**src/rtl/assert_macros.svh**
```systemverilog
// assertion macros shared by the rtl modules
`ifndef ASSERT_MACROS_SVH
`define ASSERT_MACROS_SVH

`ifndef SYNTHESIS

`define MSFA_ASSERT_IMPLY(label, clk, rst, ante, cons) \
   label: assert property (@(posedge clk) disable iff (rst) (ante) |-> (cons)) \
      else $error("assertion failed: ante |-> cons");

`define MSFA_ASSERT_NEXT(label, clk, rst, ante, cons) \
   label: assert property (@(posedge clk) disable iff (rst) (ante) |=> (cons)) \
      else $error("assertion failed: ante |=> cons");

`else

`define MSFA_ASSERT_IMPLY(label, clk, rst, ante, cons)

`define MSFA_ASSERT_NEXT(label, clk, rst, ante, cons)

`endif

`endif

```
**src/rtl/msfa_pkg.sv**
```systemverilog
// shared types, codes and constants of the feature admit unit
`default_nettype none

package msfa_pkg;

   localparam int DEF_CAPACITY   = 128;
   localparam int DEF_COORD_BITS = 12;

   localparam int OP_W       = 2;
   localparam int POS_W      = 12;
   localparam int RESP_W     = 16;
   localparam int ID_W       = 32;
   localparam int STATUS_W   = 3;
   localparam int COUNT_W    = 8;
   localparam int SEP_W      = 26;
   localparam int MAXF_W     = 8;
   localparam int LIMIT_W    = 12;
   localparam int CSR_IDX_W  = 2;
   localparam int CSR_DATA_W = 26;

   localparam logic [RESP_W-1:0]  RST_MIN_RESP  = RESP_W'(70);
   localparam logic [SEP_W-1:0]   RST_MIN_SEP   = SEP_W'(225);
   localparam logic [MAXF_W-1:0]  RST_MAX_FEAT  = MAXF_W'(100);
   localparam logic [LIMIT_W-1:0] RST_CAND_LIM  = LIMIT_W'(1500);

   typedef enum logic [OP_W-1:0] {
      OP_CLEAR     = 2'd0,
      OP_LOAD      = 2'd1,
      OP_CANDIDATE = 2'd2
   } op_type;

   typedef enum logic [STATUS_W-1:0] {
      ST_STORED   = 3'd0,
      ST_CLOSE    = 3'd1,
      ST_LOWRESP  = 3'd2,
      ST_LIMIT    = 3'd3,
      ST_OVERFLOW = 3'd4
   } status_type;

   typedef enum logic [CSR_IDX_W-1:0] {
      CSR_MIN_RESP  = 2'd0,
      CSR_MIN_SEP   = 2'd1,
      CSR_MAX_FEAT  = 2'd2,
      CSR_CAND_LIM  = 2'd3
   } csr_index_type;

   typedef enum logic [1:0] {
      S_IDLE,
      S_DECIDE,
      S_SEARCH,
      S_FINISH
   } state_type;

   typedef struct packed {
      logic latch;
      logic start_search;
      logic search_step;
      logic commit;
   } ctrl_cmd_type;

   typedef struct packed {
      logic needs_search;
      logic issue_done;
      logic pipe_busy;
      logic out_free;
   } dp_status_type;

endpackage

`default_nettype wire

```
**src/rtl/msfa_ram.sv**
```systemverilog
// generic single write port ram with registered read
`default_nettype none

module msfa_ram #(
   parameter int WIDTH = 24,
   parameter int DEPTH = 128,
   localparam int AW = (DEPTH > 1) ? $clog2(DEPTH) : 1
) (
   input  wire logic             clock,
   input  wire logic             wr_en,
   input  wire logic [AW-1:0]    wr_addr,
   input  wire logic [WIDTH-1:0] wr_data,
   input  wire logic             rd_en,
   input  wire logic [AW-1:0]    rd_addr,
   output logic      [WIDTH-1:0] rd_data
);

   logic [WIDTH-1:0] mem [DEPTH];
   logic [WIDTH-1:0] rd_data_ff;

   always_ff @(posedge clock) begin
      if (wr_en) begin
         mem[wr_addr] <= wr_data;
      end
      if (rd_en) begin
         rd_data_ff <= mem[rd_addr];
      end
   end

   assign rd_data = rd_data_ff;

endmodule

`default_nettype wire

```
**src/rtl/msfa_ctrl.sv**
```systemverilog
// controller state machine: item intake, store scan sequencing, result hand-off
`default_nettype none
`include "assert_macros.svh"

module msfa_ctrl (
   input  wire logic                    clock,
   input  wire logic                    reset,
   input  wire logic                    req_valid,
   output logic                         req_ready,
   input  wire msfa_pkg::dp_status_type dp_status,
   output msfa_pkg::ctrl_cmd_type       cmd
);

   import msfa_pkg::*;

   state_type state_ff;
   state_type state_in;

   always_ff @(posedge clock) begin
      if (reset) begin
         state_ff <= S_IDLE;
      end else begin
         state_ff <= state_in;
      end
   end

   always_comb begin
      state_in  = state_ff;
      cmd       = '0;
      req_ready = 1'b0;
      case (state_ff)
         S_IDLE: begin
            req_ready = 1'b1;
            if (req_valid) begin
               cmd.latch = 1'b1;
               state_in  = S_DECIDE;
            end
         end
         S_DECIDE: begin
            if (dp_status.needs_search) begin
               cmd.start_search = 1'b1;
               state_in         = S_SEARCH;
            end else begin
               state_in = S_FINISH;
            end
         end
         S_SEARCH: begin
            if (!dp_status.issue_done) begin
               cmd.search_step = 1'b1;
            end else if (!dp_status.pipe_busy) begin
               state_in = S_FINISH;
            end
         end
         S_FINISH: begin
            if (dp_status.out_free) begin
               cmd.commit = 1'b1;
               state_in   = S_IDLE;
            end
         end
         default: begin
            state_in = S_IDLE;
         end
      endcase
   end

   `MSFA_ASSERT_IMPLY(a_step_only_pending, clock, reset, cmd.search_step, !dp_status.issue_done)
   `MSFA_ASSERT_IMPLY(a_finish_drained, clock, reset, state_ff == S_FINISH, !dp_status.pipe_busy)
   `MSFA_ASSERT_NEXT(a_commit_frees, clock, reset, cmd.commit, req_ready)

endmodule

`default_nettype wire

```
**src/rtl/msfa_dp.sv**
```systemverilog
// datapath: config registers, frame state, store scan pipeline, result register
`default_nettype none
`include "assert_macros.svh"

module msfa_dp #(
   parameter int CAPACITY   = msfa_pkg::DEF_CAPACITY,
   parameter int COORD_BITS = msfa_pkg::DEF_COORD_BITS
) (
   input  wire logic                                clock,
   input  wire logic                                reset,
   input  wire msfa_pkg::ctrl_cmd_type              cmd,
   output msfa_pkg::dp_status_type                  dp_status,
   input  wire logic [msfa_pkg::OP_W-1:0]           req_operation,
   input  wire logic [msfa_pkg::POS_W-1:0]          req_pos_x,
   input  wire logic [msfa_pkg::POS_W-1:0]          req_pos_y,
   input  wire logic [msfa_pkg::RESP_W-1:0]         req_response,
   input  wire logic [msfa_pkg::ID_W-1:0]           req_feature_id,
   input  wire logic                                csr_wr_en,
   input  wire logic [msfa_pkg::CSR_IDX_W-1:0]      csr_index,
   input  wire logic [msfa_pkg::CSR_DATA_W-1:0]     csr_wdata,
   output logic                                     rsp_valid,
   input  wire logic                                rsp_ready,
   output logic [msfa_pkg::STATUS_W-1:0]            rsp_status,
   output logic [msfa_pkg::ID_W-1:0]                rsp_new_id,
   output logic [msfa_pkg::COUNT_W-1:0]             rsp_stored_count
);

   import msfa_pkg::*;

   localparam int OW   = $clog2(CAPACITY + 1);
   localparam int AW   = (CAPACITY > 1) ? $clog2(CAPACITY) : 1;
   localparam int CB   = COORD_BITS;
   localparam int SQW  = 2 * CB;
   localparam int DW   = SQW + 1;
   localparam int CMW  = (DW > SEP_W) ? DW : SEP_W;
   localparam int FCW  = (OW > MAXF_W) ? OW : MAXF_W;

   // configuration
   logic [RESP_W-1:0]  min_resp_ff;
   logic [SEP_W-1:0]   min_sep_ff;
   logic [MAXF_W-1:0]  max_feat_ff;
   logic [LIMIT_W-1:0] cand_lim_ff;

   always_ff @(posedge clock) begin
      if (reset) begin
         min_resp_ff <= RST_MIN_RESP;
         min_sep_ff  <= RST_MIN_SEP;
         max_feat_ff <= RST_MAX_FEAT;
         cand_lim_ff <= RST_CAND_LIM;
      end else if (csr_wr_en) begin
         case (csr_index_type'(csr_index))
            CSR_MIN_RESP: min_resp_ff <= csr_wdata[RESP_W-1:0];
            CSR_MIN_SEP:  min_sep_ff  <= csr_wdata[SEP_W-1:0];
            CSR_MAX_FEAT: max_feat_ff <= csr_wdata[MAXF_W-1:0];
            CSR_CAND_LIM: cand_lim_ff <= csr_wdata[LIMIT_W-1:0];
            default: begin
            end
         endcase
      end
   end

   // latched item
   logic [OP_W-1:0]   op_ff;
   logic [CB-1:0]     x_ff;
   logic [CB-1:0]     y_ff;
   logic [RESP_W-1:0] resp_ff;
   logic [ID_W-1:0]   fid_ff;

   always_ff @(posedge clock) begin
      if (cmd.latch) begin
         op_ff   <= req_operation;
         x_ff    <= CB'(req_pos_x);
         y_ff    <= CB'(req_pos_y);
         resp_ff <= req_response;
         fid_ff  <= req_feature_id;
      end
   end

   // frame state
   logic [OW-1:0]      occ_ff,     occ_in;
   logic [ID_W-1:0]    hid_ff,     hid_in;
   logic [LIMIT_W-1:0] seen_ff,    seen_in;
   logic               stopped_ff, stopped_in;

   logic occ_full;
   logic limit_hit;
   logic low_hit;

   assign occ_full  = occ_ff >= OW'(CAPACITY);
   assign limit_hit = (seen_ff >= cand_lim_ff) || (FCW'(occ_ff) >= FCW'(max_feat_ff)) ||
                      occ_full;
   assign low_hit   = stopped_ff || (resp_ff < min_resp_ff);

   // store scan pipeline
   logic [OW-1:0]  idx_ff;
   logic           v1_ff;
   logic           v2_ff;
   logic [SQW-1:0] sqx_ff;
   logic [SQW-1:0] sqy_ff;
   logic           close_ff;

   logic [2*CB-1:0] rd_data;
   logic [CB-1:0]   rd_x;
   logic [CB-1:0]   rd_y;
   logic [CB-1:0]   dx;
   logic [CB-1:0]   dy;
   logic [SQW-1:0]  dxe;
   logic [SQW-1:0]  dye;
   logic [DW-1:0]   dist_sum;

   assign rd_x     = rd_data[2*CB-1:CB];
   assign rd_y     = rd_data[CB-1:0];
   assign dx       = (x_ff > rd_x) ? (x_ff - rd_x) : (rd_x - x_ff);
   assign dy       = (y_ff > rd_y) ? (y_ff - rd_y) : (rd_y - y_ff);
   assign dxe      = SQW'(dx);
   assign dye      = SQW'(dy);
   assign dist_sum = DW'(sqx_ff) + DW'(sqy_ff);

   always_ff @(posedge clock) begin
      if (reset) begin
         v1_ff <= 1'b0;
         v2_ff <= 1'b0;
      end else begin
         v1_ff <= cmd.search_step;
         v2_ff <= v1_ff;
      end
   end

   always_ff @(posedge clock) begin
      if (cmd.start_search) begin
         idx_ff   <= '0;
         close_ff <= 1'b0;
      end else begin
         if (cmd.search_step) begin
            idx_ff <= idx_ff + OW'(1);
         end
         if (v2_ff && (CMW'(dist_sum) <= CMW'(min_sep_ff))) begin
            close_ff <= 1'b1;
         end
      end
      if (v1_ff) begin
         sqx_ff <= dxe * dxe;
         sqy_ff <= dye * dye;
      end
   end

   // commit
   logic              wr_en;
   logic [STATUS_W-1:0] st_in;
   logic [ID_W-1:0]   id_in;

   always_comb begin
      occ_in     = occ_ff;
      hid_in     = hid_ff;
      seen_in    = seen_ff;
      stopped_in = stopped_ff;
      wr_en      = 1'b0;
      st_in      = ST_STORED;
      id_in      = '0;
      case (op_type'(op_ff))
         OP_CLEAR: begin
            occ_in     = '0;
            hid_in     = '0;
            seen_in    = '0;
            stopped_in = 1'b0;
         end
         OP_LOAD: begin
            seen_in    = '0;
            stopped_in = 1'b0;
            if (occ_full) begin
               st_in = ST_OVERFLOW;
            end else begin
               wr_en  = 1'b1;
               occ_in = occ_ff + OW'(1);
               if (fid_ff > hid_ff) begin
                  hid_in = fid_ff;
               end
            end
         end
         OP_CANDIDATE: begin
            if (limit_hit) begin
               st_in = ST_LIMIT;
            end else if (low_hit) begin
               stopped_in = 1'b1;
               st_in      = ST_LOWRESP;
            end else begin
               if (seen_ff != '1) begin
                  seen_in = seen_ff + LIMIT_W'(1);
               end
               if (close_ff) begin
                  st_in = ST_CLOSE;
               end else begin
                  wr_en  = 1'b1;
                  occ_in = occ_ff + OW'(1);
                  hid_in = hid_ff + ID_W'(1);
                  id_in  = hid_ff + ID_W'(1);
               end
            end
         end
         default: begin
         end
      endcase
   end

   always_ff @(posedge clock) begin
      if (reset) begin
         occ_ff     <= '0;
         hid_ff     <= '0;
         seen_ff    <= '0;
         stopped_ff <= 1'b0;
      end else if (cmd.commit) begin
         occ_ff     <= occ_in;
         hid_ff     <= hid_in;
         seen_ff    <= seen_in;
         stopped_ff <= stopped_in;
      end
   end

   msfa_ram #(
      .WIDTH (2 * CB),
      .DEPTH (CAPACITY)
   ) u_store (
      .clock   (clock),
      .wr_en   (cmd.commit && wr_en),
      .wr_addr (occ_ff[AW-1:0]),
      .wr_data ({x_ff, y_ff}),
      .rd_en   (cmd.search_step),
      .rd_addr (idx_ff[AW-1:0]),
      .rd_data (rd_data)
   );

   // result register
   logic                rsp_valid_ff;
   logic [STATUS_W-1:0] rsp_status_ff;
   logic [ID_W-1:0]     rsp_new_id_ff;
   logic [COUNT_W-1:0]  rsp_count_ff;

   always_ff @(posedge clock) begin
      if (reset) begin
         rsp_valid_ff <= 1'b0;
      end else if (cmd.commit) begin
         rsp_valid_ff <= 1'b1;
      end else if (rsp_ready) begin
         rsp_valid_ff <= 1'b0;
      end
   end

   always_ff @(posedge clock) begin
      if (cmd.commit) begin
         rsp_status_ff <= st_in;
         rsp_new_id_ff <= id_in;
         rsp_count_ff  <= COUNT_W'(occ_in);
      end
   end

   assign rsp_valid        = rsp_valid_ff;
   assign rsp_status       = rsp_status_ff;
   assign rsp_new_id       = rsp_new_id_ff;
   assign rsp_stored_count = rsp_count_ff;

   assign dp_status.needs_search = (op_type'(op_ff) == OP_CANDIDATE) && !limit_hit && !low_hit;
   assign dp_status.issue_done   = idx_ff >= occ_ff;
   assign dp_status.pipe_busy    = v1_ff || v2_ff;
   assign dp_status.out_free     = !rsp_valid_ff || rsp_ready;

   `MSFA_ASSERT_IMPLY(a_occ_bounded, clock, reset, 1'b1, occ_ff <= OW'(CAPACITY))
   `MSFA_ASSERT_IMPLY(a_write_has_room, clock, reset, cmd.commit && wr_en, !occ_full)
   `MSFA_ASSERT_NEXT(a_count_matches, clock, reset, cmd.commit, rsp_stored_count == COUNT_W'(occ_ff))

endmodule

`default_nettype wire

```
**src/rtl/min_separation_feature_admit_unit.sv**
```systemverilog
// top level of the minimum separation feature admit unit
`default_nettype none

// Admits new keypoints that keep a minimum squared distance from every
// tracked feature in a store of CAPACITY positions, one result item per
// input item. Items are handled one at a time. For a candidate that is
// checked against the store, the single read port of the store memory is
// scanned one entry per cycle through a two-stage square and compare
// pipeline that is drained before the result is formed. A finished result
// waits in an output register, so the next item is accepted while the
// previous result is still pending; a result that is still not taken when
// the next one is ready holds the block until it is.

module min_separation_feature_admit_unit #(
   parameter int CAPACITY   = msfa_pkg::DEF_CAPACITY,
   parameter int COORD_BITS = msfa_pkg::DEF_COORD_BITS
) (
   input  wire logic                            clock,
   input  wire logic                            reset,
   input  wire logic                            req_valid,
   output logic                                 req_ready,
   input  wire logic [msfa_pkg::OP_W-1:0]       req_operation,
   input  wire logic [msfa_pkg::POS_W-1:0]      req_pos_x,
   input  wire logic [msfa_pkg::POS_W-1:0]      req_pos_y,
   input  wire logic [msfa_pkg::RESP_W-1:0]     req_response,
   input  wire logic [msfa_pkg::ID_W-1:0]       req_feature_id,
   output logic                                 rsp_valid,
   input  wire logic                            rsp_ready,
   output logic [msfa_pkg::STATUS_W-1:0]        rsp_status,
   output logic [msfa_pkg::ID_W-1:0]            rsp_new_id,
   output logic [msfa_pkg::COUNT_W-1:0]         rsp_stored_count,
   input  wire logic                            csr_wr_en,
   input  wire logic [msfa_pkg::CSR_IDX_W-1:0]  csr_index,
   input  wire logic [msfa_pkg::CSR_DATA_W-1:0] csr_wdata
);

   import msfa_pkg::*;

   ctrl_cmd_type  cmd;
   dp_status_type dp_status;

   msfa_ctrl u_ctrl (
      .clock     (clock),
      .reset     (reset),
      .req_valid (req_valid),
      .req_ready (req_ready),
      .dp_status (dp_status),
      .cmd       (cmd)
   );

   msfa_dp #(
      .CAPACITY   (CAPACITY),
      .COORD_BITS (COORD_BITS)
   ) u_dp (
      .clock            (clock),
      .reset            (reset),
      .cmd              (cmd),
      .dp_status        (dp_status),
      .req_operation    (req_operation),
      .req_pos_x        (req_pos_x),
      .req_pos_y        (req_pos_y),
      .req_response     (req_response),
      .req_feature_id   (req_feature_id),
      .csr_wr_en        (csr_wr_en),
      .csr_index        (csr_index),
      .csr_wdata        (csr_wdata),
      .rsp_valid        (rsp_valid),
      .rsp_ready        (rsp_ready),
      .rsp_status       (rsp_status),
      .rsp_new_id       (rsp_new_id),
      .rsp_stored_count (rsp_stored_count)
   );

endmodule

`default_nettype wire
```
**config.mk**
```make
export PLATFORM = sky130hd
export DESIGN_NAME = min_separation_feature_admit_unit
export DESIGN_NICKNAME = d
export VERILOG_FILES = /design/src/rtl/msfa_pkg.sv /design/src/rtl/msfa_ram.sv /design/src/rtl/msfa_ctrl.sv /design/src/rtl/msfa_dp.sv /design/src/rtl/min_separation_feature_admit_unit.sv
export VERILOG_INCLUDE_DIRS = /design/src /design/src/rtl
export SDC_FILE = /design/constraint.sdc
export NUM_CORES = 2
export LEC_CHECK = 0
export BUFFER_PORTS_ARGS = -buffer_cell sky130_fd_sc_hd__buf_4
export CAP_MARGIN = 20
export CORE_UTILIZATION = 50
export CTS_BUF_LIST = sky130_fd_sc_hd__clkbuf_8
export CTS_CLUSTER_SIZE = 20
export DETAILED_ROUTE_END_ITERATION = 6
export GPL_TIMING_DRIVEN = 0
export PLACE_DENSITY = 0.74
export SYNTH_ARGS = -nofsm -noshare
export SYNTH_HDL_FRONTEND = slang
export SYNTH_SLANG_ARGS = --single-unit
```
**constraint.sdc**
```tcl
create_clock -name clock -period 17.5 [get_ports clock]
set_clock_uncertainty 0.1 [all_clocks]
set_input_delay 0.875 -clock clock [delete_from_list [all_inputs] [get_ports clock]]
set_output_delay 0.875 -clock clock [all_outputs]
set_load 0.005 [all_outputs]
```
Yosys cells after proc, flatten, opt, wreduce, memory -nomap -nowiden
Memory sizes are Yosys's and may differ from the RTL's. A register that Yosys moved wholly into a read port is not among the register bits.
Cells that the tools add are included.
{ "totals": {"reg_bits": 294, "ram_bits": 3072, "input_bits": 107, "output_inout_bits": 45, "elab_cells": 143, "mem_count": 1} }
{ "mem_list": {"columns": ["memory", "words", "width", "rd", "rd_clocked_by_memory_dff", "wr", "line", "source"], "rows": [
  ["u_dp.u_store.mem", 128, 24, 1, 1, 1, "msfa_ram.sv:18", "logic [WIDTH-1:0] mem [DEPTH];"]
]} }
{ "op_classes": {"n_addsub": 9, "n_mul": 2, "order_cmp": 9, "n_eq_ne": 20, "mux": 49, "bitwise": 1, "n_reduce_logical": 28} }
{ "ops": {"columns": ["op", "count"], "rows": [
  ["2-to-1 mux 32 bit", 5],
  ["one-hot mux 32 bit (3 select lines)", 1],
  ["2-to-1 mux 12 bit", 5],
  ["multiplier 12 x 12 -> 24 bit", 2],
  ["subtractor 12 bit", 4],
  ["adder 32 x 1 -> 32 bit, second input constant", 1],
  ["> comparator 32 bit", 1],
  ["2-to-1 mux 8 bit", 4],
  ["<= comparator 25 x 26 -> 1 bit", 1],
  ["adder 24 x 24 -> 25 bit", 1],
  ["> comparator 12 bit", 2],
  ["one-hot mux 12 bit (2 select lines)", 1],
  ["one-hot mux 8 bit (3 select lines)", 1],
  ["2-to-1 mux 1 bit", 21],
  ["adder 8 x 1 -> 8 bit, second input constant", 2],
  [">= comparator 8 bit", 2],
  ["less-than comparator 16 bit", 1],
  ["inequality test 2 bit, second input constant", 7],
  ["adder 12 x 1 -> 12 bit, second input constant", 1],
  [">= comparator 12 bit", 1],
  ["inequality test 12 bit, second input constant", 1],
  ["== test 2 bit, second input constant", 5],
  ["2-to-1 mux 3 bit", 3],
  [">= comparator 8 bit, second input constant", 1],
  ["other kinds (19)", 44]
]} }

Logic depth before layout (Yosys ltp)
{ "logic_depth": {"ltp_word": 8, "ltp_mapped": 36, "mapped_depth_nobuf": 33} }

Hierarchy
From an unflattened synthesis, not the netlist that was laid out.
{ "hier_totals": {"cells_unflattened": 7245, "area_unflattened_um2": 142311.5} }
{ "by_module_without_submodules": {"columns": ["module", "instances", "cells_each", "area_per_inst_um2", "seq_area_each_um2"], "rows": [
  ["msfa_ram", 1, 4538, 117621.6, 92969.2],
  ["msfa_dp", 1, 2684, 24497.2, 7437.1],
  ["msfa_ctrl", 1, 23, 192.7, 40.0]
]} }

Worst setup path after synthesis
OpenSTA, ideal clock, no wires.
{ "synth_timing": {"path_type": "register to register", "from": "register u_dp.x_ff[5]", "to": "register u_dp.sqx_ff[22] (data pin)", "setup_ns": 0.262, "t_arrival_ns": 8.865, "required_time_ns": 17.138, "slack_ns": 8.272, "path_stages_with_launch": 32, "n_path_buf": 1, "synth_period_minus_slack_ns": 9.228, "path_cell_list": "edfxtp_1 -> inv_1 -> ha_1 -> buf_6 -> and3_4 -> a221oi_2 -> nand3_1 -> and3_4 -> nor2_2 -> mux2_2 -> xnor2_1 -> inv_1 -> nand3_1 -> fa_1 -> inv_1 -> fa_1 -> inv_1 -> fa_1 -> inv_1 -> fa_1 -> inv_1 -> fa_1 -> inv_1 -> ha_1 -> o21a_1 -> o21a_1 -> and3_1 -> a21boi_0 -> o21ai_0 -> a221oi_1 -> a21oi_1 -> xor2_1"} }
{ "synth_via": {"elab_chain_cells": 3, "word_cells_on_any_way": 5, "classes_between": "2 x add/sub; 1 x mul; 1 x order compare; 1 x mux"} }
{ "synth_lines": {"columns": ["element", "line", "source"], "rows": [
  ["start: declaration", "msfa_dp.sv:64", "logic [CB-1:0] x_ff;"],
  ["start signal: assignment", "msfa_dp.sv:72", "x_ff <= CB'(req_pos_x);"],
  ["subtractor 12 bit / > comparator 12 bit (equally long branches)", "msfa_dp.sv:113", "assign dx = (x_ff > rd_x) ? (x_ff - rd_x) : (rd_x - x_ff);"],
  ["2-to-1 mux 12 bit *", "msfa_dp.sv:113", null],
  ["multiplier 12 x 12 -> 24 bit *", "msfa_dp.sv:142", "sqx_ff <= dxe * dxe;"],
  ["end signal: assignment", "msfa_dp.sv:142", null],
  ["end: declaration", "msfa_dp.sv:98", "logic [SQW-1:0] sqx_ff;"]
]} }
Mark *: on every way between the ends. The rest lies on a longest branch, timed or not.
A chain may end at the register's enable or synchronous reset.

Worst setup path in the final report
{ "layout_timing": {"from": "register u_dp.y_ff[7]", "to": "register u_dp.sqy_ff[23] (data pin)"} }
{ "layout_via": {"elab_chain_cells": 3, "word_cells_on_any_way": 5, "classes_between": "2 x add/sub; 1 x mul; 1 x order compare; 1 x mux"} }
{ "layout_lines": {"columns": ["element", "line", "source"], "rows": [
  ["start: declaration", "msfa_dp.sv:65", "logic [CB-1:0] y_ff;"],
  ["start signal: assignment", "msfa_dp.sv:73", "y_ff <= CB'(req_pos_y);"],
  ["subtractor 12 bit / > comparator 12 bit (equally long branches)", "msfa_dp.sv:114", "assign dy = (y_ff > rd_y) ? (y_ff - rd_y) : (rd_y - y_ff);"],
  ["2-to-1 mux 12 bit *", "msfa_dp.sv:114", null],
  ["multiplier 12 x 12 -> 24 bit *", "msfa_dp.sv:143", "sqy_ff <= dye * dye;"],
  ["end signal: assignment", "msfa_dp.sv:143", null],
  ["end: declaration", "msfa_dp.sv:99", "logic [SQW-1:0] sqy_ff;"]
]} }
Marks and branches as above.

==> out/results.ini <==
[run_status]
outcome = finished, final reports clean

[floorplanning]
num_rows = 195
start_util_pct = 50.4
chipHeight_um = 536
die_w_um = 536
design.core.area_mm2 = 0.283
ios = 152
dieArea_mm2 = 0.287

[synth]
ys.flop_type = edfxtp_1
synth_top_area_share_pct = 68.7
ys_types = 89
synth_seq_cells = 3388
netlist_top_cells_area = edfxtp_1 69%, mux4_2 16%, ha_1 2.6%
syn_inst = 7244
synth_xor_xnor_area_share_pct = 0.773
synth_edf_count = 3259
netlist_area_mm2 = 0.143
synth_nets = 7805
synth_top_family_by_area = multiplexers
syn_avg_cell_area_um2 = 19.7
ys_warn_count = 0
synth_simple_gate_area_share_pct = 3.01
yosys.area_share.adder_pct = 4.83
synth-compound-area-share_pct = 2.47
synth_top_area_cell = edfxtp_1
yosysSeqAreaShare_pct = 70.5
muxShareOfSynthArea_pct = 16.3
synthArstFlopShare_pct = 0

[clock_network]
clock_latency_ns = 1.07
cts.sinks = 3388
cts_made_buffers = 538
cts_max_level = 6
cts_max_path_buffers = 4
clockRootBuffer = clkbuf_8
clk_pin_slew_worst_paths_ns = 0.07
cts_tree = built
cts_resized = 0

[finish]
final_cells = 12400
fillers = 19700
mostFrequentLayoutCell = edfxtp_1
nNetsFinal = 8793
syn_to_final_growth_pct = 15.6
drive_gt1_share_pct = 27.0
multi_input_area_mm2 = 0.0400
final_cell_mix = 3259 x edfxtp_1, 1008 x mux4_2, 580 x inv_1
seqCellArea_mm2 = 0.100

[setup_path]
critical_path.slowest_cell = edfxtp_1
cpPeakStageDelay_ns = 0.84
worstPathArrival_ns = 10.70
cp.required_ns = 18.10
worst-path-max-fanout = 22
cp-start-kind = register
critPathKind = reg2reg
endpoint_kind = register

[job]
max_cap_violations = 0

[route]
drc_errors = 0
vias = 77100
wirelength_mm = 384
firstDrtPassIters = 5
viasPerCell = 6.21
ant_nets = 0
avgRoutedWirePerCell_um = 30.9
drt_iter0_drc = 10700

[timing]
relSlewSlack_pct = 18.9
finalHoldViolations = 0
fmax_ghz = 0.0990
tns_ns = 0
whs_ns = 0.0895
worst_pin_slew_ns = 1.22
setup_viol = 0
report.final.slew_viol_count = 0
period_share_pct = 57.7
rsz0062_at_grt = false
fin_crit_ns = 10.10

[placed_design]
port_buffers = 149
hpwl_mm = 264
dp_cells = 11300
place_congestion = 0.901

[grt]
grt_usage_pct = 26.7
antenna_found_initial = 39
grt_pass1_wl_mm = 544
grt_pass1_vias = 77600
grt_start_max_net_pins = 44
overflow = 0

[hold_path]
hp-class = in2reg

## per-stage QoR
step | instance area (um^2) | util (%) | worst slack (ns)
floorplan | 143000 | - | 8.27
global route | 165000 | 58.2 | 6.78
global placement | 148000 | 52.5 | 5.12
CTS | 165000 | 58.2 | 7.47
finish | 165000 | 58.3 | 7.40
detailed placement | 154000 | 54.5 | 7.51
## synthesized netlist by cell type, drive strengths merged (11+ instances only)
cell,instances
o21ai,89
o31ai,40
nand2b,44
or2,26
and3,17
clkbuf,220
a2111o,11
mux2,30
inv,414
fa,160
nand4,55
o21a,25
nor2,354
xor2,32
o211ai,11
a211o,14
mux4,1008
or3,13
buf,125
dfxtp,129
nor2b,26
nor4,13
nor3,48
edfxtp,3259
a21oi,171
nand2,228
a21o,77
ha,294
mux2i,25
nand3,62
xnor2,92
## registers in the layout, indices dropped and copies added, names as in the netlist, 12 cells and up
register / cells
u_dp.rsp_new_id: 32
u_dp.y_ff: 12
u_dp.fid_ff: 32
u_dp.u_store.mem: 3072
u_dp.min_sep_ff: 26
u_dp.sqy_ff: 23
u_dp.hid_ff: 32
u_dp.x_ff: 12
u_dp.u_store.rd_data: 24
u_dp.min_resp_ff: 16
u_dp.cand_lim_ff: 12
u_dp.seen_ff: 12
u_dp.sqx_ff: 23
u_dp.resp_ff: 16
## worst max-delay path, delay by kind of cell (launching register included)
family / cells / cell delay [ns]
fa+ha+maj: 7 / 2.92
xor+xnor: 2 / 0.93
buf+inv: 12 / 2.19
simple gates: 4 / 0.56
compound gates: 10 / 2.17
flops: 1 / 0.84
## kinds of logic (layout without fill, tap and decap cells)
logic type / count (synthesis) / after routing
other cells: 0 / 28
simple gates: 924 / 924
compound gates: 531 / 531
xor+xnor: 124 / 124
buf+inv: 760 / 2159
fa+ha+maj: 454 / 454
mux: 1063 / 1063
flops: 3388 / 3388
## what timing repair did
action | CTS | global route
endpoints found under the hold margin | 83 | 0
hold buffers | 82 | 0
setup buffers | 0 | 0
## worst paths after layout
check                      start                   end  slack [ns]  cells past startpoint
max                 u_dp.y_ff[7]       u_dp.sqy_ff[23]        7.40                     35
min                csr_wdata[14]  u_dp.min_resp_ff[14]        0.09                      3
max reg2reg         u_dp.y_ff[7]       u_dp.sqy_ff[23]        7.40                     35
min reg2reg  u_dp.min_resp_ff[0]   u_dp.min_resp_ff[0]        0.36                      2
## area by class of cell
cell class	count	area share, %
sequential	3388	61.0
antenna	28	0.0425
tap	3743	2.84
clock buffer	552	4.61
inverter	415	0.946
buffer	345	0.877
timing repair buffer	448	4.19
multi-input combinational	3096	24.3
clock inverter	399	1.25
## metal layers
metal | vias up | share of wire, % | track usage [%]
met5 | - | 0.021 | 0
met4 | 16 | 4.9 | 12.1
met3 | 805 | 11 | 6.09
met2 | 4989 | 47 | 42.1
met1 | 40000 | 37 | 35.5
li1 | 31300 | - | -
Power is left out: the tool's default activity adds up to more than one toggle a clock period on the data nets, which glitch-free logic cannot reach.
